[config.mk]
export PLATFORM = sky130hd
export DESIGN_NAME = qpht_front
export DESIGN_NICKNAME = d
export VERILOG_FILES = /design/src/sv/qpht_pkg.sv /design/src/sv/qpht_front.sv
export SDC_FILE = /design/constraint.sdc
export NUM_CORES = 1
export LEC_CHECK = 0
export ABC_AREA = 1
export ABC_CLOCK_PERIOD_IN_PS = 2700
export BUFFER_PORTS_ARGS = -buffer_cell sky130_fd_sc_hd__buf_4
export CORE_MARGIN = 2
export CORE_UTILIZATION = 45
export DETAILED_ROUTE_END_ITERATION = 10
export PLACE_DENSITY = 0.84
export SYNTH_ARGS = -nofsm -noshare
export SYNTH_HDL_FRONTEND = slang
export SYNTH_SLANG_ARGS = --single-unit
export TNS_END_PERCENT = 50
[constraint.sdc]
create_clock -name clock -period 2.7 [get_ports clock]
set_clock_uncertainty 0.15 [all_clocks]
set_input_delay 0.405 -clock clock [delete_from_list [all_inputs] [get_ports clock]]
set_output_delay 0.405 -clock clock [all_outputs]
set_load 0.02 [all_outputs]
[src/sv/qpht_pkg.sv]
// ----------------------------------------------------------------------------
// qpht_pkg
// Shared types and constants of the quadratic probe hash table unit.
// ----------------------------------------------------------------------------
package qpht_pkg;

   // field widths
   localparam int KEY_W    = 31;
   localparam int SIZE_W   = 9;
   localparam int STATUS_W = 2;
   localparam int SLOT_W   = 8;
   localparam int BIT_W    = $clog2(KEY_W);
   localparam int WORD_W   = KEY_W + 1;   // used bit over stored key

   // configuration port
   localparam int CSR_DATA_W = 32;
   localparam int CSR_ADDR_W = 2;
   localparam logic [CSR_ADDR_W-1:0] REG_TABLE_SIZE   = 2'd0;
   localparam logic [SIZE_W-1:0]     TABLE_SIZE_RESET = 9'd256;

   // job queue between front and back
   localparam int QUEUE_DEPTH = 2;
   localparam int QPTR_W      = $clog2(QUEUE_DEPTH);
   localparam int QCNT_W      = $clog2(QUEUE_DEPTH + 1);

   // operation codes
   localparam logic OP_INSERT = 1'b0;
   localparam logic OP_SEARCH = 1'b1;

   // status codes
   localparam logic [STATUS_W-1:0] ST_INSERTED  = 2'd0;
   localparam logic [STATUS_W-1:0] ST_FULL      = 2'd1;
   localparam logic [STATUS_W-1:0] ST_FOUND     = 2'd2;
   localparam logic [STATUS_W-1:0] ST_NOT_FOUND = 2'd3;

   typedef struct packed {
      logic             operation;
      logic [KEY_W-1:0] key;
   } req_type;

   typedef struct packed {
      logic [STATUS_W-1:0] status;
      logic [SLOT_W-1:0]   slot_index;
   } rsp_type;

   // classified job: request plus its home slot
   typedef struct packed {
      logic              operation;
      logic [KEY_W-1:0]  key;
      logic [SIZE_W-1:0] home;
   } job_type;

endpackage

[src/sv/qpht_front.sv]
// ----------------------------------------------------------------------------
// qpht_front
// Accepts requests and reduces the key modulo the table size with a
// restoring divider, one key bit per cycle, then hands the job to the queue.
// ----------------------------------------------------------------------------
module qpht_front
   import qpht_pkg::*;
(
   input  logic              clock,
   input  logic              reset,
   input  logic              start,
   input  req_type           req_data,
   input  logic [SIZE_W-1:0] size_n,
   input  logic              hold,
   output logic              busy,
   output logic              push_valid,
   output job_type           push_job,
   input  logic              push_ready
);

   localparam logic [1:0] F_IDLE = 2'd0;
   localparam logic [1:0] F_DIV  = 2'd1;
   localparam logic [1:0] F_PUSH = 2'd2;

   logic [1:0]        f_state_ff, f_state_in;
   logic              op_ff, op_in;
   logic [KEY_W-1:0]  key_ff, key_in;
   logic [SIZE_W-1:0] rem_ff, rem_in;
   logic [BIT_W-1:0]  bit_ff, bit_in;
   logic [SIZE_W:0]   trial;
   logic              accept;

   assign busy   = (f_state_ff != F_IDLE) || hold;
   assign accept = start && !busy;

   // one restoring step: shift in the next key bit, subtract if it fits
   assign trial = {rem_ff, key_ff[bit_ff]};

   always_comb begin
      f_state_in = f_state_ff;
      op_in      = op_ff;
      key_in     = key_ff;
      rem_in     = rem_ff;
      bit_in     = bit_ff;
      case (f_state_ff)
         F_IDLE: begin
            if (accept) begin
               op_in      = req_data.operation;
               key_in     = req_data.key;
               rem_in     = '0;
               bit_in     = BIT_W'(KEY_W - 1);
               f_state_in = F_DIV;
            end
         end
         F_DIV: begin
            if (trial >= {1'b0, size_n}) begin
               rem_in = SIZE_W'(trial - {1'b0, size_n});
            end else begin
               rem_in = SIZE_W'(trial);
            end
            if (bit_ff == '0) begin
               f_state_in = F_PUSH;
            end else begin
               bit_in = bit_ff - 1'b1;
            end
         end
         F_PUSH: begin
            if (push_ready) begin
               f_state_in = F_IDLE;
            end
         end
         default: begin
            f_state_in = F_IDLE;
         end
      endcase
   end

   always_ff @(posedge clock) begin
      if (reset) begin
         f_state_ff <= F_IDLE;
      end else begin
         f_state_ff <= f_state_in;
      end
      op_ff  <= op_in;
      key_ff <= key_in;
      rem_ff <= rem_in;
      bit_ff <= bit_in;
   end

   assign push_valid         = (f_state_ff == F_PUSH);
   assign push_job.operation = op_ff;
   assign push_job.key       = key_ff;
   assign push_job.home      = rem_ff;

endmodule

==> summary.txt, run 1 <==
Synthesis
  • Mean area per synthesized cell: 9.87 um^2
  • Synth area leader: edfxtp_1
  • Most frequent cells after synthesis: nand2_1 (70), edfxtp_1 (46), inv_1 (28)
  • Post-synth EDFFs: 46
  • Most area-consuming cells after synthesis: edfxtp_1 (56%), nand2_1 (11%), ha_1 (5.1%)
  • Mapped Cells: 248
  • Syn_nets: 305
  • Yosys warns: 0
  • Share of flip-flops with an asynchronous set or reset: 0%
  • Seq/Total Area, Yosys: 58.1%
  • Top_reg_cell synth: edfxtp_1
  • Cell variety after synth: 25
  • Synthesized cell area: 2450 um^2
  • Yosys top cell area share: 56.4%
  • Flops & latches, synth: 48
  • Top-count cell post-synth: nand2_1

STA
  • Setup-failing EPs final: 9
  • Peak Freq: 0.332 GHz
  • Final WS setup: -0.311 ns
  • Final Hold Viols: 0
  • Final period util: 112%
  • Slew Limit Fails: 0
  • Actual slew at the worst max-slew pin: 0.404 ns
  • Worst slew margin: 73.0%
  • Setup TNS: -2.54 ns
  • RSZ-0062 raised after global routing: yes
  • Final min period: 3.01 ns

Final layout
  • Antenna Cells: 0
  • Finished Core Util: 69.2%
  • Layout fillers: 361
  • Share of cells above drive strength 1: 42.2%
  • Final #Nets: 421
  • Layout overhead on the synthesized area: 46.3%

Worst setup path
  • Max stage delay on crit path: 0.46 ns
  • Reg2Reg Depth: 21
  • Critical path endpoint category: flop
  • Reg2Reg Launch Point: bit_ff[0]
  • Worst path slowest cell: edfxtp_1
  • Cell repeated most along the worst path: nand3_1
  • Setup CP Type: flop to flop
  • Crit path required time: 2.64 ns
  • CP delay by family, top: simple AND/OR/NAND/NOR gates
  • R2R Setup Slk: -0.31 ns
  • Worst setup SP type: flop
  • R2r endpoint: rem_ff[0]
  • Worst Path Arrival: 2.95 ns
  • Sum of buffers and inverters on the critical path: 5
  • Worst-path fanout max: 7
  • Crit path cell chain: buf_6, buf_6, nand2_1, nand3_1, nand3_1, nand3_1, nand3b_1, and2_4, ha_4, inv_2, fa_2, nand3_2, nand2_2, nand2_2, nand2_2, nand2_4, nand2_8, inv_2, nand3_1, nand2_1, inv_1

Worst hold path
  • Hold endpoint: f_state_ff[1]
  • Hold Crit Depth: 2
  • Min-Delay Path Class: input port to flop
  • HP Start: reset

Power
  • Leak: 1.65 nW
  • Power per cell area: 535 nW/um^2
  • Total Power: 1.92 mW
  • Peak supply drop: 0.315 mV

Global routing
  • Pin count of the biggest net entering global routing: 33
  • First-pass GRT wire length: 10000 um
  • Initial antenna violation count: 0
  • Vias in the first global route: 2142
  • Gr ovfl total: 0
  • Gr usage total: 21.0%

Routing
  • Met1 WL: 2590 um
  • Post-route DRC violation count: 0
  • Antenna Nets Post-Route: 0
  • WL final: 6360 um
  • Routed wl met2: 3180 um
  • Top Metal Used: met4
  • Wire length per cell: 14.6 um
  • Met3 Routed Length: 447 um
  • Via/cell ratio: 5.06
  • Drt first pass iters: 5
  • Vias: 2201
  • First DRT Iteration DRCs: 243

Placement
  • Placer's final routability congestion estimate: 0.853
  • PortBufs: 88
  • Final HPWL DP: 4390 um

Floorplan
  • Die Width: 77.7 um
  • Initial Util: 47.3%
  • Core Box Area: 5170 um^2
  • Die ar.: 6040 um^2
  • I/O pin total: 89
  • Row cnt: 26
  • Die Ht: 77.7 um

Clock network
  • CTS tree: done
  • Worst-Skew Late Latency: 0.31 ns
  • Htree depth: 2
  • Total clock sinks: 48
  • CTS Root Cell: clkbuf_8
  • Inserted Clock Buffers: 5
  • Longest Clk Path Bufs: 2
  • Clk slew on worst S/H paths: 0.10 ns

Outcome
  • Failing checks: negative setup slack
  • Status: finished, violations left

Run
  • Max-Cap Viols: 0
[metal layers]
metal | track usage, % | vias to the layer above
met1 | 28.0 | 1004
met4 | 6.96 | 0
met3 | 4.19 | 14
met5 | 0 | -
met2 | 34.4 | 112
li1 | - | 1071
[sequential cells by signal, summed over array words and instances, names as in the netlist]
| signal | cells |
|---|---|
| rem_ff | 9 |
| key_ff | 31 |
| f_state_ff | 2 |
| bit_ff | 5 |
| op_ff | 1 |
[kinds of logic after synthesis]
| kind of cell | share of synthesized area, % |
|---|---|
| DFF | 58.1 |
| AOI/OAI and AO/OA | 6.80 |
| and+or+nand+nor | 21.1 |
| adders and majority gates | 5.93 |
| buffers and inverters | 6.29 |
| xor gates and xnor gates | 1.79 |
[area by class of cell]
cell class	instances	area, um^2	share of cell area [%]
clock buffer	5	68.8	1.92
timing repair inverter	1	7.51	0.210
inverter	29	111	3.11
sequential	48	1420	39.7
clock inverter	3	42.5	1.19
tap	70	87.6	2.45
multi-input combinational	166	977	27.3
timing repair buffer	113	865	24.1
[worst max path at each step]
| stage | startpoint | end | slack (ns) | cells past startpoint |
|---|---|---|---|---|
| CTS | bit_ff[0] | rem_ff[0] | -0.16 | 21 |
| floorplan | bit_ff[0] | rem_ff[7] | 0.0007 | 20 |
| global route | bit_ff[0] | rem_ff[0] | -0.43 | 21 |
| detailed placement | bit_ff[0] | rem_ff[0] | -0.24 | 20 |
| global placement | bit_ff[0] | rem_ff[0] | -0.16 | 20 |
| finish | bit_ff[0] | rem_ff[0] | -0.31 | 21 |
[where the power goes]
group | total, mW | leakage, nW | switching [mW] | internal (mW)
registers | 0.896 | 0.441 | 0.0287 | 0.867
clock network | 0.530 | 0.0558 | 0.256 | 0.275
logic | 0.490 | 1.15 | 0.265 | 0.225
[what timing repair did]
item                                    in CTS  in global routing
setup buffers                                7                  0
cloned                                       3                  0
endpoints found under the setup margin       9                  9
pin swaps                                    3                  3
hold buffers                                 0                  0
gates resized for setup                     16                 10
[stage by stage]
| step | hold slack (ns) | setup WS (ns) | area, um^2 | instances |
|---|---|---|---|---|
| 4_1_cts | 0.104 | -0.155 | 3540 | 435 |
| 3_3_place_gp | 0.374 | -0.157 | 3290 | 417 |
| 5_1_grt | 0.0981 | -0.427 | 3580 | 435 |
| 6_report | 0.106 | -0.311 | 3580 | 435 |
| 3_5_place_dp | 0.386 | -0.241 | 3290 | 417 |
| 2_1_floorplan | 0.324 | 0.000728 | 2480 | 248 |
[layout by cell type (no fill, tap or decap), types with 2 or more instances in the layout]
master / n
nand2_2: 4
nor2_1: 10
o21ai_0: 6
edfxtp_1: 46
nand2_4: 2
inv_1: 26
a21oi_2: 8
buf_6: 5
a21oi_1: 13
xnor2_1: 5
or2_2: 2
clkbuf_8: 5
nand3_2: 8
nand2_1: 67
inv_2: 2
ha_1: 9
o21ai_1: 3
buf_4: 107
nor3_1: 2
nand4_1: 2
dfxtp_1: 2
nand3_1: 18
No activity file was read; power rests on OpenSTA's default activity.
==> inputs of run 2 (changes only) <==
- ABC_CLOCK_PERIOD_IN_PS: 2700 -> 3250
- CORE_UTILIZATION: 45 -> 49
- PLACE_DENSITY: 0.84 -> 0.86
- SKIP_LAST_GASP: default -> 1
- clock period: 2.7 -> 3.25 ns (I/O delays scaled with it)
==> summary.txt, run 2 (synthesized netlist as in run 1, its figures left out) <==
Outcome
  • Status: complete, no violations (was finished, violations left)

Worst setup path
  • Reg2Reg Launch Point: bit_ff[0] (unchanged)
  • Worst-path fanout max: 8 (was 7)
  • Critical path endpoint category: flop (unchanged)
  • Crit path required time: 3.15 ns (was 2.64 ns)
  • Worst setup startpoint: bit_ff[0] (unchanged)
  • Setup CP Type: flop to flop (unchanged)
  • Worst Path Arrival: 3.00 ns (was 2.95 ns)
  • Worst setup SP type: flop (unchanged)

STA
  • Worst slew margin: 59.1% (was 73.0%)
  • Peak Freq: 0.323 GHz (was 0.332 GHz)
  • Slew Limit Fails: 0 (unchanged)
  • Setup TNS: 0 ns (was -2.54 ns)
  • Final min period: 3.09 ns (was 3.01 ns)
  • Final WS setup: 0.158 ns (was -0.311 ns)
  • Actual slew at the worst max-slew pin: 0.613 ns (was 0.404 ns)
  • Final Hold Viols: 0 (unchanged)
  • RSZ-0062 raised after global routing: no (was yes)
  • Setup-failing EPs final: 0 (was 9)
  • Final period util: 95.1% (was 112%)

Routing
  • Met3 Routed Length: 500 um (was 447 um)
  • WL final: 5750 um (was 6360 um)
  • Top Metal Used: met4 (unchanged)
  • Post-route DRC violation count: 0 (unchanged)
  • Met1 WL: 2300 um (was 2590 um)
  • Wire length per cell: 13.8 um (was 14.6 um)
  • Antenna Nets Post-Route: 0 (unchanged)
  • Drt first pass iters: 4 (was 5)
  • Vias: 2109 (was 2201)
  • Via/cell ratio: 5.07 (was 5.06)
  • Routed wl met2: 2880 um (was 3180 um)
  • First DRT Iteration DRCs: 191 (was 243)

Placement
  • Pre-CTS setup slack: 0.0853 ns (was -0.241 ns)
  • Final HPWL DP: 4260 um (was 4390 um)
  • Placer's final routability congestion estimate: 0.840 (was 0.853)
  • Placed cell area: 3170 um^2 (was 3290 um^2)
  • PortBufs: 88 (unchanged)

Clock network
  • Htree depth: 2 (unchanged)
  • CTS tree: done (unchanged)
  • Inserted Clock Buffers: 5 (unchanged)
  • CTS Root Cell: clkbuf_8 (unchanged)
  • Worst-Skew Late Latency: 0.30 ns (was 0.31 ns)
  • Clk slew on worst S/H paths: 0.08 ns (was 0.10 ns)
  • Longest Clk Path Bufs: 2 (unchanged)
  • Total clock sinks: 48 (unchanged)

Worst hold path
  • HP Start: reset (unchanged)
  • Min-Delay Path Class: input port to flop (unchanged)

Floorplan
  • Die Width: 74.7 um (was 77.7 um)
  • Core Box Area: 4750 um^2 (was 5170 um^2)
  • Die Ht: 74.7 um (was 77.7 um)
  • Initial Util: 51.5% (was 47.3%)
  • I/O pin total: 89 (unchanged)
  • Die ar.: 5580 um^2 (was 6040 um^2)
  • Row cnt: 25 (was 26)

Global routing
  • Initial antenna violation count: 0 (unchanged)
  • Vias in the first global route: 1928 (was 2142)
  • First-pass GRT wire length: 8800 um (was 10000 um)
  • Gr usage total: 20.9% (was 21.0%)
  • Gr ovfl total: 0 (unchanged)
  • Pin count of the biggest net entering global routing: 33 (unchanged)

Final layout
  • Most frequent cells in the layout: buf_4 (94), nand2_1 (68), edfxtp_1 (46), inv_1 (26), nand3_1 (24) (was buf_4 (107), nand2_1 (67), edfxtp_1 (46), inv_1 (26), nand3_1 (18))
  • Antenna Cells: 0 (unchanged)
  • Commonest non-fill, non-tap cell in the layout: buf_4 (unchanged)
  • Layout overhead on the synthesized area: 38.2% (was 46.3%)
  • Final Cell Area: 3380 um^2 (was 3580 um^2)
  • Finished Core Util: 71.2% (was 69.2%)
  • Final #Nets: 405 (was 421)
  • Largest register FFs: 31 (unchanged)
  • Share of cells above drive strength 1: 35.5% (was 42.2%)
  • Register with the most flip-flops: key_ff (unchanged)
  • Top Registers: key_ff x31, rem_ff x9, bit_ff x5 (unchanged)

Run
  • Max-Cap Viols: 0 (unchanged)

Power
  • Leak: 1.55 nW (was 1.65 nW)
  • Power per cell area: 455 nW/um^2 (was 535 nW/um^2)
  • Peak supply drop: 0.358 mV (was 0.315 mV)
[run 2: cell count changes in the layout (fill, tap and decap cells not counted), sizes merged]
cell,delta
clkinvlp,-1
inv,-1
clkinv,+2
buf,-16
[run 2: area by class of cell]
cell class                 instances  area [um^2]
clock buffer                       5         68.8
inverter                          29          119
timing repair inverter             1         5.00
tap                               67         83.8
sequential                        48         1420
fill                             372         1370
clock inverter                     3         42.5
timing repair buffer              97          733
multi-input combinational        166          910
[run 2: metrics by stage]
stage	std cells	power [mW]	hold slack [ns]
CTS	408	1.51	0.195
detailed placement	400	1.09	0.389
floorplan	248	0.966	0.378
global placement	400	1.08	0.377
global route	416	1.60	0.185
finish	416	1.54	0.196
[run 2: what timing repair did]
action,CTS,global route
hold buffers,0,0
setup buffers,0,4
setup endpoints to repair,0,9
gates resized for setup,0,16
[run 2: worst max-delay path, cell delays in order (launching register included)]
cell and delay, ns:
edfxtp_1 0.42, buf_6 0.15, buf_4 0.13, buf_4 0.15
nand2_1 0.05, nand3_1 0.07, nand3_1 0.07, nand3_1 0.07
nand3b_1 0.10, and2_4 0.14, ha_2 0.16, inv_2 0.05
fa_2 0.40, nand3_2 0.07, nand2_2 0.06, nand2_2 0.07
nand2_2 0.06, nand2_4 0.12, nand2_8 0.09, o21ai_0 0.19
a21oi_1 0.06
[run 2: path summary, 6_finish.rpt]
| check | endpoint | slack [ns] | depth (start not counted) |
|---|---|---|---|
| worst min register to register | f_state_ff[1] | 0.41 | 3 |
| worst max register to register | rem_ff[3] | 0.16 | 20 |
| worst min-delay path | f_state_ff[1] | 0.20 | 2 |
| worst max-delay path | rem_ff[3] | 0.16 | 20 |
[run 2: layer usage]
metal  track usage [%]  vias up
met5                 0        -
met4              6.75        0
met3              4.82        8
met2              35.4       89
met1              26.9      978
li1                  -     1034
[run 2: where the power goes]
group          leakage [nW]  switching [mW]  total, mW  internal [mW]
registers             0.441          0.0227      0.743          0.720
logic                  1.06           0.208      0.369          0.160
clock network        0.0558           0.200      0.428          0.228
total                  1.55           0.431       1.54           1.11
