<file path="src/sv/qpht_pkg.sv">
// ----------------------------------------------------------------------------
// qpht_pkg
// Shared types and constants of the quadratic probe hash table unit.
// ----------------------------------------------------------------------------
package qpht_pkg;

   // field widths
   localparam int KEY_W    = 31;
   localparam int SIZE_W   = 9;
   localparam int STATUS_W = 2;
   localparam int SLOT_W   = 8;
   localparam int BIT_W    = $clog2(KEY_W);
   localparam int WORD_W   = KEY_W + 1;   // used bit over stored key

   // configuration port
   localparam int CSR_DATA_W = 32;
   localparam int CSR_ADDR_W = 2;
   localparam logic [CSR_ADDR_W-1:0] REG_TABLE_SIZE   = 2'd0;
   localparam logic [SIZE_W-1:0]     TABLE_SIZE_RESET = 9'd256;

   // job queue between front and back
   localparam int QUEUE_DEPTH = 2;
   localparam int QPTR_W      = $clog2(QUEUE_DEPTH);
   localparam int QCNT_W      = $clog2(QUEUE_DEPTH + 1);

   // operation codes
   localparam logic OP_INSERT = 1'b0;
   localparam logic OP_SEARCH = 1'b1;

   // status codes
   localparam logic [STATUS_W-1:0] ST_INSERTED  = 2'd0;
   localparam logic [STATUS_W-1:0] ST_FULL      = 2'd1;
   localparam logic [STATUS_W-1:0] ST_FOUND     = 2'd2;
   localparam logic [STATUS_W-1:0] ST_NOT_FOUND = 2'd3;

   typedef struct packed {
      logic             operation;
      logic [KEY_W-1:0] key;
   } req_type;

   typedef struct packed {
      logic [STATUS_W-1:0] status;
      logic [SLOT_W-1:0]   slot_index;
   } rsp_type;

   // classified job: request plus its home slot
   typedef struct packed {
      logic              operation;
      logic [KEY_W-1:0]  key;
      logic [SIZE_W-1:0] home;
   } job_type;

endpackage

</file>
<file path="src/sv/qpht_queue.sv">
// ----------------------------------------------------------------------------
// qpht_queue
// Short job queue between the front and back parts.
// ----------------------------------------------------------------------------
module qpht_queue
   import qpht_pkg::*;
(
   input  logic    clock,
   input  logic    reset,
   input  logic    push_valid,
   input  job_type push_job,
   output logic    push_ready,
   input  logic    pop,
   output job_type head,
   output logic    empty
);

   job_type           entry_ff [QUEUE_DEPTH];
   logic [QPTR_W-1:0] wr_ptr_ff, wr_ptr_in;
   logic [QPTR_W-1:0] rd_ptr_ff, rd_ptr_in;
   logic [QCNT_W-1:0] count_ff, count_in;
   logic              do_push, do_pop;

   assign push_ready = (count_ff != QCNT_W'(QUEUE_DEPTH));
   assign empty      = (count_ff == '0);
   assign do_push    = push_valid && push_ready;
   assign do_pop     = pop && !empty;
   assign head       = entry_ff[rd_ptr_ff];

   // pointer and fill bookkeeping
   always_comb begin
      wr_ptr_in = wr_ptr_ff;
      rd_ptr_in = rd_ptr_ff;
      count_in  = count_ff;
      if (do_push) begin
         wr_ptr_in = (wr_ptr_ff == QPTR_W'(QUEUE_DEPTH - 1)) ? '0 : wr_ptr_ff + 1'b1;
      end
      if (do_pop) begin
         rd_ptr_in = (rd_ptr_ff == QPTR_W'(QUEUE_DEPTH - 1)) ? '0 : rd_ptr_ff + 1'b1;
      end
      if (do_push && !do_pop) begin
         count_in = count_ff + 1'b1;
      end else if (do_pop && !do_push) begin
         count_in = count_ff - 1'b1;
      end
   end

   always_ff @(posedge clock) begin
      if (reset) begin
         wr_ptr_ff <= '0;
         rd_ptr_ff <= '0;
         count_ff  <= '0;
      end else begin
         wr_ptr_ff <= wr_ptr_in;
         rd_ptr_ff <= rd_ptr_in;
         count_ff  <= count_in;
      end
      if (do_push) begin
         entry_ff[wr_ptr_ff] <= push_job;
      end
   end

endmodule

</file>
<file path="config.mk">
export PLATFORM = sky130hd
export DESIGN_NAME = qpht_queue
export DESIGN_NICKNAME = d
export VERILOG_FILES = /design/src/sv/qpht_pkg.sv /design/src/sv/qpht_queue.sv
export SDC_FILE = /design/constraint.sdc
export NUM_CORES = 1
export LEC_CHECK = 0
export BUFFER_PORTS_ARGS = -buffer_cell sky130_fd_sc_hd__buf_2
export CORE_UTILIZATION = 51
export DETAILED_ROUTE_END_ITERATION = 10
export MAX_ROUTING_LAYER = met4
export PLACE_DENSITY = 0.78
export RECOVER_POWER = 25
export SETUP_SLACK_MARGIN = 0.2
export SLEW_MARGIN = 20
export SYNTH_ARGS = -nofsm -noshare
export SYNTH_HDL_FRONTEND = slang
export SYNTH_SLANG_ARGS = --single-unit
</file>
<file path="constraint.sdc">
create_clock -name clock -period 2.5 [get_ports clock]
set_clock_uncertainty 0.05 [all_clocks]
set_input_delay 0.5 -clock clock [delete_from_list [all_inputs] [get_ports clock]]
set_output_delay 0.5 -clock clock [all_outputs]
set_load 0.005 [all_outputs]
</file>
==> results.md, run 1 <==
- Setup TNS: 0 ns
- Commonest non-fill, non-tap cell in the layout: edfxtp_1
- Status: finished, final reports clean
- Remaining antenna violation count after routing: 0
- Routed vias: 1633
- WP buf/inv: 2
- Starting Density: 53.21%
- FP Rows: 28
- Vias in the first global route: 1647
- Mux contribution to synthesized area: 14.57%
- DRT Pass-1 Iters: 4
- Period utilization: 84.03%
- Post-synthesis cell area: 3169 µm²
- Pwr Density: 933.5 nW/µm²
- Core area: 5956 µm²
- Final Cell Area: 3900 µm²
- Top delay family on crit path: flip-flops
- Area fraction of the dominant cell type after synthesis: 77.69%
- Commonest cells after routing, fill and taps aside: edfxtp_1, buf_2, mux2_2
- Chip height: 80.83 µm
- CTS sink cnt: 87
- Clock Path Buffers: 2
- Worst-path clk slew: 0.08 ns
- Syn Nets: 198
- Complex-gate fraction of the synthesized area: 0.9475%
- Finished Layout Cells: 330
- Cells after DPL: 313
- Area after DPL: 3731 µm²
- Die area: 6533 µm²
- Routed vias/inst: 4.948
- Wire per inst: 14.84 µm
- Slowest stage cell, crit path: dfxtp_4
- Yosys top cell by area: edfxtp_1
- Register bit total from synthesis: 87
- HP Class: input port to register
- First-pass GRT wire length: 7.610 mm
- Largest family of logic cells by synthesized area: multiplexers
- # Max-Cap Violations: 0
- Setup crit end kind: output port
- CTS buffer count: 9
- Pin count of the biggest net entering global routing: 26
- Static leakage: 1.437 nW
- Hpwl dp: 3.406 mm
- DRC viols: 0
- # setup viols final: 0
- RSZ-0062 raised after global routing: false
- Fmax: 0.4760 GHz
- Crit path required time: 1.95 ns
- Critical path's largest stage delay: 0.50 ns
- Input/output buffers: 87
- Crit path cell chain: buf_12, mux2_2, buf_2
- Min cycle time layout: 2.101 ns
- Share of layout cells above drive strength 1: 51.97%
- Crit path kind: register to output port
- Worst-path fanout max: 24
- Slew Viols, Final: 0
- Simple-gate share of the synthesized area: 1.500%
- Initial antenna violation count: 0
- Yosys warnings: 0
- H-tree Lvls: 3
- Yosys cell types: 17
- Fin. Hold Viols: 0
- XOR/XNOR Fraction of Synth Area: 0.8291%
- Crit start category: register
- Peak VDD IR: 580.8 µV
- Adder-cell share of the synthesized area: 0.3948%
- Slew @ Worst Pin: 0.4192 ns
- IO Count: 88
- Routed WL: 4.897 mm
- Syn avg cell area: 20.85 µm²
- Clk Latency, worst-skew pair: 0.33 ns
- Seq/Total Area, Yosys: 80.85%
- Final net count: 295
- Synth area leaders: edfxtp_1, mux2_2, dfxtp_1
- Clock root buffer: clkbuf_8
- Arr. time, crit path: 1.55 ns
- Placer Congestion: 0.6582
- CTS tree: yes
- GRT Total Usage: 17.01%
- First DRT Iteration DRCs: 87
- Synthesis-to-layout area growth: 23.06%
- Synth Instances: 152
- Grt ovf: 0
- Slew Limit Headroom: 72.06%
- Die X: 80.83 µm
- CTS Hold Bufs: 0
## kinds of logic after synthesis
group           count (synthesis)
flops                          87
mux                            41
simple gates                    9
buf+inv                         6
compound gates                  5
xor+xnor                        3
fa+ha+maj                       1
## final timing paths
check / start / end / slack, ns / depth (start not counted)
worst max-delay path: register / head[25] / 0.40 / 3
worst min-delay path: push_job[20] / entry_ff[1][20] / 0.30 / 1
worst max register to register: count_ff[0] / entry_ff[1][27] / 0.78 / 3
worst min register to register: rd_ptr_ff / rd_ptr_ff / 0.46 / 2
## cells in the mapped netlist
| cell type | instances |
|---|---|
| xor2_1 | 3 |
| a21oi_1 | 2 |
| o21ai_0 | 2 |
| edfxtp_1 | 82 |
| mux2_1 | 3 |
| nand3b_1 | 1 |
| and2_1 | 1 |
| a21bo_2 | 1 |
| ha_1 | 1 |
| dfxtp_1 | 5 |
| nor2_1 | 4 |
| mux2_2 | 38 |
| buf_2 | 5 |
| inv_1 | 1 |
| or3_1 | 1 |
| nand2b_1 | 1 |
| and3_1 | 1 |
## flip-flops by register name, summed over array words and instances (netlist names), named ones only
name / cells
entry_ff: 82
count_ff: 2
rd_ptr_ff: 1
wr_ptr_ff: 1
## where the power goes
part	switching (mW)	leakage, nW	total, mW	internal (mW)
logic	0.375	0.535	0.835	0.460
registers	0.0944	0.808	1.92	1.82
clock network	0.433	0.0945	0.887	0.454
## metrics by stage
stage / power [mW] / hold slack (ns) / setup WS, ns / util [%]
after floorplan: 2.427 / 0.4225 / 0.4096 / -
after global placement: 2.783 / 0.4342 / 0.5971 / 62.65
after detailed placement: 2.804 / 0.4532 / 0.6063 / 62.65
after CTS: 3.689 / 0.2740 / 0.2304 / 65.67
after global routing: 3.840 / 0.2779 / 0.3119 / 65.44
final: 3.641 / 0.2972 / 0.3994 / 65.48
## worst reg2reg max path: cells and delay by family (launching register included)
| family | cells | cell delay, ns |
|---|---|---|
| buffers and inverters | 1 | 0.25 |
| flip-flops | 1 | 0.42 |
| AND/OR/NAND/NOR | 2 | 0.70 |
## repair_timing
| item | in CTS | in global routing |
|---|---|---|
| endpoints found under the hold margin | 0 | 0 |
| resized for setup | 0 | 1 |
| endpoints found under the setup margin | 0 | 23 |
| buffers inserted | 0 | 0 |
## final cells by class
class	instances	area [µm²]
fillers	433	2056
well taps	75	93.84
diodes	1	2.502
inverters	1	3.754
clock inverters	5	48.80
repair buffers	91	474.2
flip-flops and latches	87	2566
clock buffers	11	131.4
multi-input cells	59	579.3
## layer usage
| metal | up-vias | GRT usage, % | routed length (µm) |
|---|---|---|---|
| met2 | 67 | 25.46 | 2402 |
| met4 | 0 | 10.71 | 88 |
| met1 | 774 | 20.44 | 2035 |
| li1 | 784 | - | - |
| met3 | 8 | 4.719 | 370 |
| met5 | - | - | 0 |
(Power assumes the default switching activity.)
==> run 2: changes to the inputs <==
Clock period 2.5 ns to 2.2 ns, I/O delays scaled along.
==> results.md, run 2 (synthesized netlist as in run 1, its figures left out) <==
- Final Util: 65.80% (was 65.48%)
- Grt ovf: 0 (unchanged)
- Sequential Area: 2564 µm² (was 2566 µm²)
- Input/output buffers: 87 (unchanged)
- Static leakage: 1.468 nW (was 1.437 nW)
- CTS Hold Bufs: 0 (unchanged)
- Crit path required time: 1.71 ns (was 1.95 ns)
- Synthesis-to-layout area growth: 23.65% (was 23.06%)
- Initial antenna violation count: 0 (unchanged)
- Finished Layout Cells: 329 (was 330)
- H-tree Lvls: 3 (unchanged)
- Routed vias/inst: 5.052 (was 4.948)
- Wire per inst: 14.93 µm (was 14.84 µm)
- Slew @ Worst Pin: 0.3426 ns (was 0.4192 ns)
- Footprint of the multi-input gates: 579.3 µm² (unchanged)
- DRT Pass-1 Iters: 4 (unchanged)
- Reg with most FFs: entry_ff (unchanged)
- Filler cells: 429 (was 433)
- Setup ws final: 0.2757 ns (was 0.3994 ns)
- # Max-Cap Violations: 0 (unchanged)
- CTS tree: yes (unchanged)
- Hpwl dp: 3.251 mm (was 3.406 mm)
- Starting Density: 53.21% (unchanged)
- Largest register FFs: 82 (unchanged)
- Slowest stage cell, crit path: mux2_2 (was dfxtp_4)
- FP Rows: 28 (unchanged)
- HP Class: input port to register (unchanged)
- Slew Limit Headroom: 77.16% (was 72.06%)
- Placer Congestion: 0.6460 (was 0.6582)
- Crit path cell chain: buf_12, mux2_2, buf_2 (unchanged)
- Pwr Density: 1086 nW/µm² (was 933.5 nW/µm²)
- First-pass GRT wire length: 7.341 mm (was 7.610 mm)
- Setup TNS: 0 ns (unchanged)
- Vias in the first global route: 1648 (was 1647)
- Post_cts resized: 0 (unchanged)
- Cells after DPL: 314 (was 313)
- Clock Path Buffers: 2 (unchanged)
- Final Cell Area: 3919 µm² (was 3900 µm²)
- DRC viols: 0 (unchanged)
- Fin. Hold Viols: 0 (unchanged)
- Routed vias: 1662 (was 1633)
- Min cycle time layout: 1.924 ns
- Antenna diodes: 0 (was 1)
- Critical path's largest stage delay: 0.38 ns (was 0.50 ns)
- Die area: 6533 µm² (unchanged)
- Dpl ws: 0.5065 ns (was 0.6063 ns)
- Area after DPL: 3726 µm² (was 3731 µm²)
- Pin count of the biggest net entering global routing: 42 (was 26)
- Routed WL: 4.913 mm (was 4.897 mm)
- # setup viols final: 0 (unchanged)
- Setup crit end kind: output port (unchanged)
- GRT Total Usage: 16.10% (was 17.01%)
- Status: finished, final reports clean (unchanged)
- Share of layout cells above drive strength 1: 55.12% (was 51.97%)
- Worst-path clk slew: 0.08 ns (about the same)
- Crit start category: register (unchanged)
- Fmax: 0.5197 GHz
- Die X: 80.83 µm (unchanged)
- CTS buffer count: 9 (unchanged)
- Chip height: 80.83 µm (unchanged)
- Post-CTS Setup Repair Bufs: 0 (unchanged)
- Clock root buffer: clkbuf_8 (unchanged)
- Core area: 5956 µm² (unchanged)
- CTS sink cnt: 87 (unchanged)
- Leading registers by flop count: entry_ff: 82 flops, count_ff: 2 flops (unchanged)
- Commonest cells after routing, fill and taps aside: edfxtp_1, buf_2, mux2_2 (unchanged)
- Clk Latency, worst-skew pair: 0.34 ns (was 0.33 ns)
- Worst-path fanout max: 41 (was 24)
- Remaining antenna violation count after routing: 0 (unchanged)
- Period utilization: 87.47%
- Crit path kind: register to output port (unchanged)
- Arr. time, crit path: 1.43 ns (was 1.55 ns)
- First DRT Iteration DRCs: 81 (was 87)
- RSZ-0062 raised after global routing: false (unchanged)
- Slew Viols, Final: 0 (unchanged)
- Commonest non-fill, non-tap cell in the layout: edfxtp_1 (unchanged)
- Peak VDD IR: 681.8 µV (was 580.8 µV)
- IO Count: 88 (unchanged)
- Final net count: 296 (was 295)
-- run 2: worst max-delay path, delay by kind of cell (launching register included) --
family	cells	cell delay [ns]
buffers and inverters	2	0.36
DFF	1	0.34
muxes	1	0.38
-- run 2: power breakdown --
| part | internal (mW) | total (mW) | switching [mW] |
|---|---|---|---|
| Combinational | 0.523 | 0.995 | 0.473 |
| Clock | 0.626 | 1.12 | 0.497 |
| Sequential | 2.07 | 2.14 | 0.0663 |
-- run 2: stage by stage --
stage                     power (mW)  hold WS (ns)
final                          4.254        0.2356
after global routing           4.459        0.2238
after CTS                      4.306        0.2162
after detailed placement       3.186        0.4536
after global placement         3.163        0.4456
after floorplan                2.757        0.4225
-- run 2: routing by layer --
metal	share of wire [%]	track usage (%)	vias to the layer above
met1	40	17.94	812
met3	4.6	3.483	9
met2	53	27.06	53
li1	-	-	788
met5	0	-	-
met4	1.8	8.571	0
-- run 2: final timing paths --
path,start,end,slack (ns),cells after the start
hold reg to reg,rd_ptr_ff,rd_ptr_ff,0.47,2
hold / removal,push_job[26],entry_ff[1][26],0.24,1
setup / recovery,register,head[25],0.28,3
setup reg to reg,count_ff[0],count_ff[1],0.48,5
-- run 2: cell type report --
cell class / instances / share of cell area, %
clock buffer: 10 / 3.257
clock inverter: 5 / 1.884
inverter: 1 / 0.09579
multi-input combinational: 59 / 14.78
sequential: 87 / 65.42
tap: 75 / 2.395
timing repair buffer: 92 / 12.16
==> run 3: changes to the inputs <==
Settings changed: ABC_AREA from default to 1, CAP_MARGIN from default to 20, CORE_UTILIZATION 51 to 52, PLACE_DENSITY 0.78 to 0.79.
==> results.md, run 3 <==
- Synthesis-to-layout area growth: 22.63% (was 23.65%)
- Register bit total from synthesis: 87 (unchanged)
- Hold Startpoint: push_job[12] (was push_job[26])
- Placer Congestion: 0.7285 (was 0.6460)
- Synth area leaders: edfxtp_1, mux2_4, dfxtp_1 (was edfxtp_1, mux2_2, dfxtp_1)
- Seq/Total Area, Yosys: 75.10% (was 80.85%)
- Complex-gate fraction of the synthesized area: 0.7334% (was 0.9475%)
- Post-synth ARST share: 0% (unchanged)
- Input/output buffers: 87 (unchanged)
- Crit path kind: register to output port (unchanged)
- Yosys top cell by area: edfxtp_1 (unchanged)
- Antenna diodes: 0 (unchanged)
- Chip height: 83.01 µm (was 80.83 µm)
- Pin count of the biggest net entering global routing: 42 (unchanged)
- Mux contribution to synthesized area: 17.93% (was 14.57%)
- Clock root buffer: clkbuf_8 (unchanged)
- Share of layout cells above drive strength 1: 53.53% (was 55.12%)
- Final Cell Area: 4184 µm² (was 3919 µm²)
- DRT Pass-1 Iters: 6 (was 4)
- Most frequent cells after synthesis: edfxtp_1, mux2_4, inv_1, nor2_1, dfxtp_1 (was edfxtp_1, mux2_2, buf_2, dfxtp_1, nor2_1)
- Clk Latency, worst-skew pair: 0.34 ns (about the same)
- CTS tree: yes (unchanged)
- Area after DPL: 3949 µm² (was 3726 µm²)
- Wire per inst: 15.25 µm (was 14.93 µm)
- Largest register FFs: 82 (unchanged)
- Period utilization: 85.24% (was 87.47%)
- # setup viols final: 0 (unchanged)
- Commonest non-fill, non-tap cell in the layout: edfxtp_1 (unchanged)
- # Max-Cap Violations: 0 (unchanged)
- Sequential Area: 2566 µm² (was 2564 µm²)
- Commonest cells after routing, fill and taps aside: edfxtp_1, buf_2, mux2_4 (was edfxtp_1, buf_2, mux2_2)
- Final Util: 65.89% (was 65.80%)
- First-pass GRT wire length: 8.487 mm (was 7.341 mm)
- Fmax: 0.5332 GHz (was 0.5197 GHz)
- Slew Viols, Final: 0 (unchanged)
- Static leakage: 1.654 nW (was 1.468 nW)
- Slew @ Worst Pin: 0.2388 ns (was 0.3426 ns)
- Status: finished, final reports clean (unchanged)
- Area fraction of the dominant cell type after synthesis: 72.17% (was 77.69%)
- Min-Delay Endpoint: entry_ff[0][12] (was entry_ff[1][26])
- HP Class: input port to register (unchanged)
- RSZ-0062 raised after global routing: false (unchanged)
- Reg with most FFs: entry_ff (unchanged)
- Min cycle time layout: 1.875 ns (was 1.924 ns)
- Syn Nets: 211 (was 198)
- Most common cell in the netlist: edfxtp_1 (unchanged)
- Remaining antenna violation count after routing: 0 (unchanged)
- CTS sink cnt: 87 (unchanged)
- Reg2reg end: count_ff[1] (unchanged)
- IO Count: 88 (unchanged)
- Setup TNS: 0 ns (unchanged)
- Adder-cell share of the synthesized area: 0.3667% (was 0.3948%)
- Synth Instances: 165 (was 152)
- Internal power: 3.450 mW (was 3.219 mW)
- Worst-path fanout max: 20 (was 41)
- Setup crit end kind: output port (unchanged)
- Arr. time, crit path: 1.39 ns (was 1.43 ns)
- Yosys cell types: 18 (was 17)
- Clock share of power: 26.9% (was 26.4%)
- EDFF count, synth: 82 (unchanged)
- Pwr Density: 1095 nW/µm² (was 1086 nW/µm²)
- Gate power share: 25.5% (was 23.4%)
- Core area: 6350 µm² (was 5956 µm²)
- Sequential fraction of design power: 47.6% (was 50.2%)
- Grt ovf: 0 (unchanged)
- Filler cells: 449 (was 429)
- Hpwl dp: 3.552 mm (was 3.251 mm)
- GRT Total Usage: 16.87% (was 16.10%)
- Largest family of logic cells by synthesized area: multiplexers (unchanged)
- Vias in the first global route: 1765 (was 1648)
- R2R Path Start: count_ff[0] (unchanged)
- Clock Path Buffers: 2 (unchanged)
- CTS Hold Bufs: 0 (unchanged)
- Starting Density: 53.73% (was 53.21%)
- Slew Limit Headroom: 83.91% (was 77.16%)
- Fin. Hold Viols: 0 (unchanged)
- CTS buffer count: 9 (unchanged)
- Die area: 6890 µm² (was 6533 µm²)
- Worst hold stages: 1 (unchanged)
- Worst-path clk slew: 0.08 ns (about the same)
- Leading registers by flop count: entry_ff: 82 flops, count_ff: 2 flops (unchanged)
- FP Rows: 29 (was 28)
- Crit path required time: 1.71 ns (about the same)
- Footprint of the multi-input gates: 739.5 µm² (was 579.3 µm²)
- H-tree Lvls: 3 (unchanged)
- Crit start category: register (unchanged)
- XOR/XNOR Fraction of Synth Area: 0% (was 0.8291%)
- Setup slack, reg-to-reg: 0.71 ns (was 0.48 ns)
- Ys flop type: edfxtp_1 (unchanged)
- Die X: 83.01 µm (was 80.83 µm)
- Routed WL: 5.275 mm (was 4.913 mm)
- Switching share of power: 24.70% (was 24.34%)
- DRC viols: 0 (unchanged)
- Post-synthesis cell area: 3412 µm² (was 3169 µm²)
- First DRT Iteration DRCs: 89 (was 81)
- Psw: 1.132 mW (was 1.036 mW)
- Worst reg2reg path depth: 10 (was 5)
- Routed vias/inst: 4.951 (was 5.052)
- Peak VDD IR: 695.9 µV (was 681.8 µV)
- Syn avg cell area: 20.68 µm² (was 20.85 µm²)
- Initial antenna violation count: 0 (unchanged)
- Routed vias: 1713 (was 1662)
- Yosys warnings: 0 (unchanged)
- Simple-gate share of the synthesized area: 2.200% (was 1.500%)
- Final net count: 310 (was 296)
run 3: cell count changes in the layout (fill, tap and decap cells not counted), sizes merged, moves of 2 or more:
cell | previous run | this run
clkbuf | 17 | 23
xor2 | 3 | 0
nor2 | 4 | 8
o21ai | 2 | 4
inv | 1 | 10
buf | 85 | 82
nand2 | 0 | 6
clkinv | 3 | 0
run 3: worst max path at each step:
stage                           start             end  cells after the start
final                        register        head[13]                      3
after detailed placement     register        head[13]                      3
after global routing         register        head[13]                      3
after global placement       register        head[31]                      3
after floorplan           count_ff[0]  entry_ff[0][0]                      4
after CTS                    register        head[13]                      3
run 3: timing repair:
item,4_1_cts,5_1_grt
endpoints found under the setup margin,34,0
setup buffers,2,0
endpoints found under the hold margin,0,0
resized for setup,1,0
run 3: through the flow:
step | std cells | total power [mW] | hold WS, ns | setup slack, ns
3_3_place_gp | 328 | 3.354 | 0.4695 | 0.4873
6_report | 346 | 4.581 | 0.2352 | 0.3246
2_1_floorplan | 165 | 3.012 | 0.4416 | 0.08155
3_5_place_dp | 328 | 3.396 | 0.4882 | 0.4951
4_1_cts | 346 | 4.655 | 0.2118 | 0.2924
5_1_grt | 346 | 4.808 | 0.2156 | 0.2629
run 3: cell type report:
cell class	count	area share (%)
Clock buffer	12	3.708
Clock inverter	4	1.824
Inverter	9	0.8074
Multi-Input combinational cell	64	17.67
Sequential cell	87	61.33
Tap cell	77	2.303
Timing Repair Buffer	93	12.35
run 3: per-layer routing:
metal / global-route usage, % / wire length, µm
met1: 19.48 / 2117
met2: 27.42 / 2776
met3: 4.175 / 278
met4: 8.777 / 102
met5: - / 0
run 3: kinds of logic after synthesis:
| kind of cell | after synthesis |
|---|---|
| DFF | 87 |
| buffers and inverters | 14 |
| muxes | 41 |
| adders and majority gates | 1 |
| and+or+nand+nor | 17 |
| AOI/OAI and AO/OA | 5 |
run 3: power by group through the flow:
stage / Clock [mW] / Sequential [mW] / Combinational (mW)
2_1_floorplan: 0 / 2.19 / 0.823
3_3_place_gp: 0 / 2.22 / 1.14
3_5_place_dp: 0 / 2.23 / 1.16
4_1_cts: 1.28 / 2.18 / 1.20
5_1_grt: 1.33 / 2.20 / 1.28
6_report: 1.23 / 2.18 / 1.17
run 3: critical path: stages, from the launching register on:
cell,delay [ns]
dfxtp_4,0.40
buf_12,0.20
mux2_4,0.32
buf_2,0.13
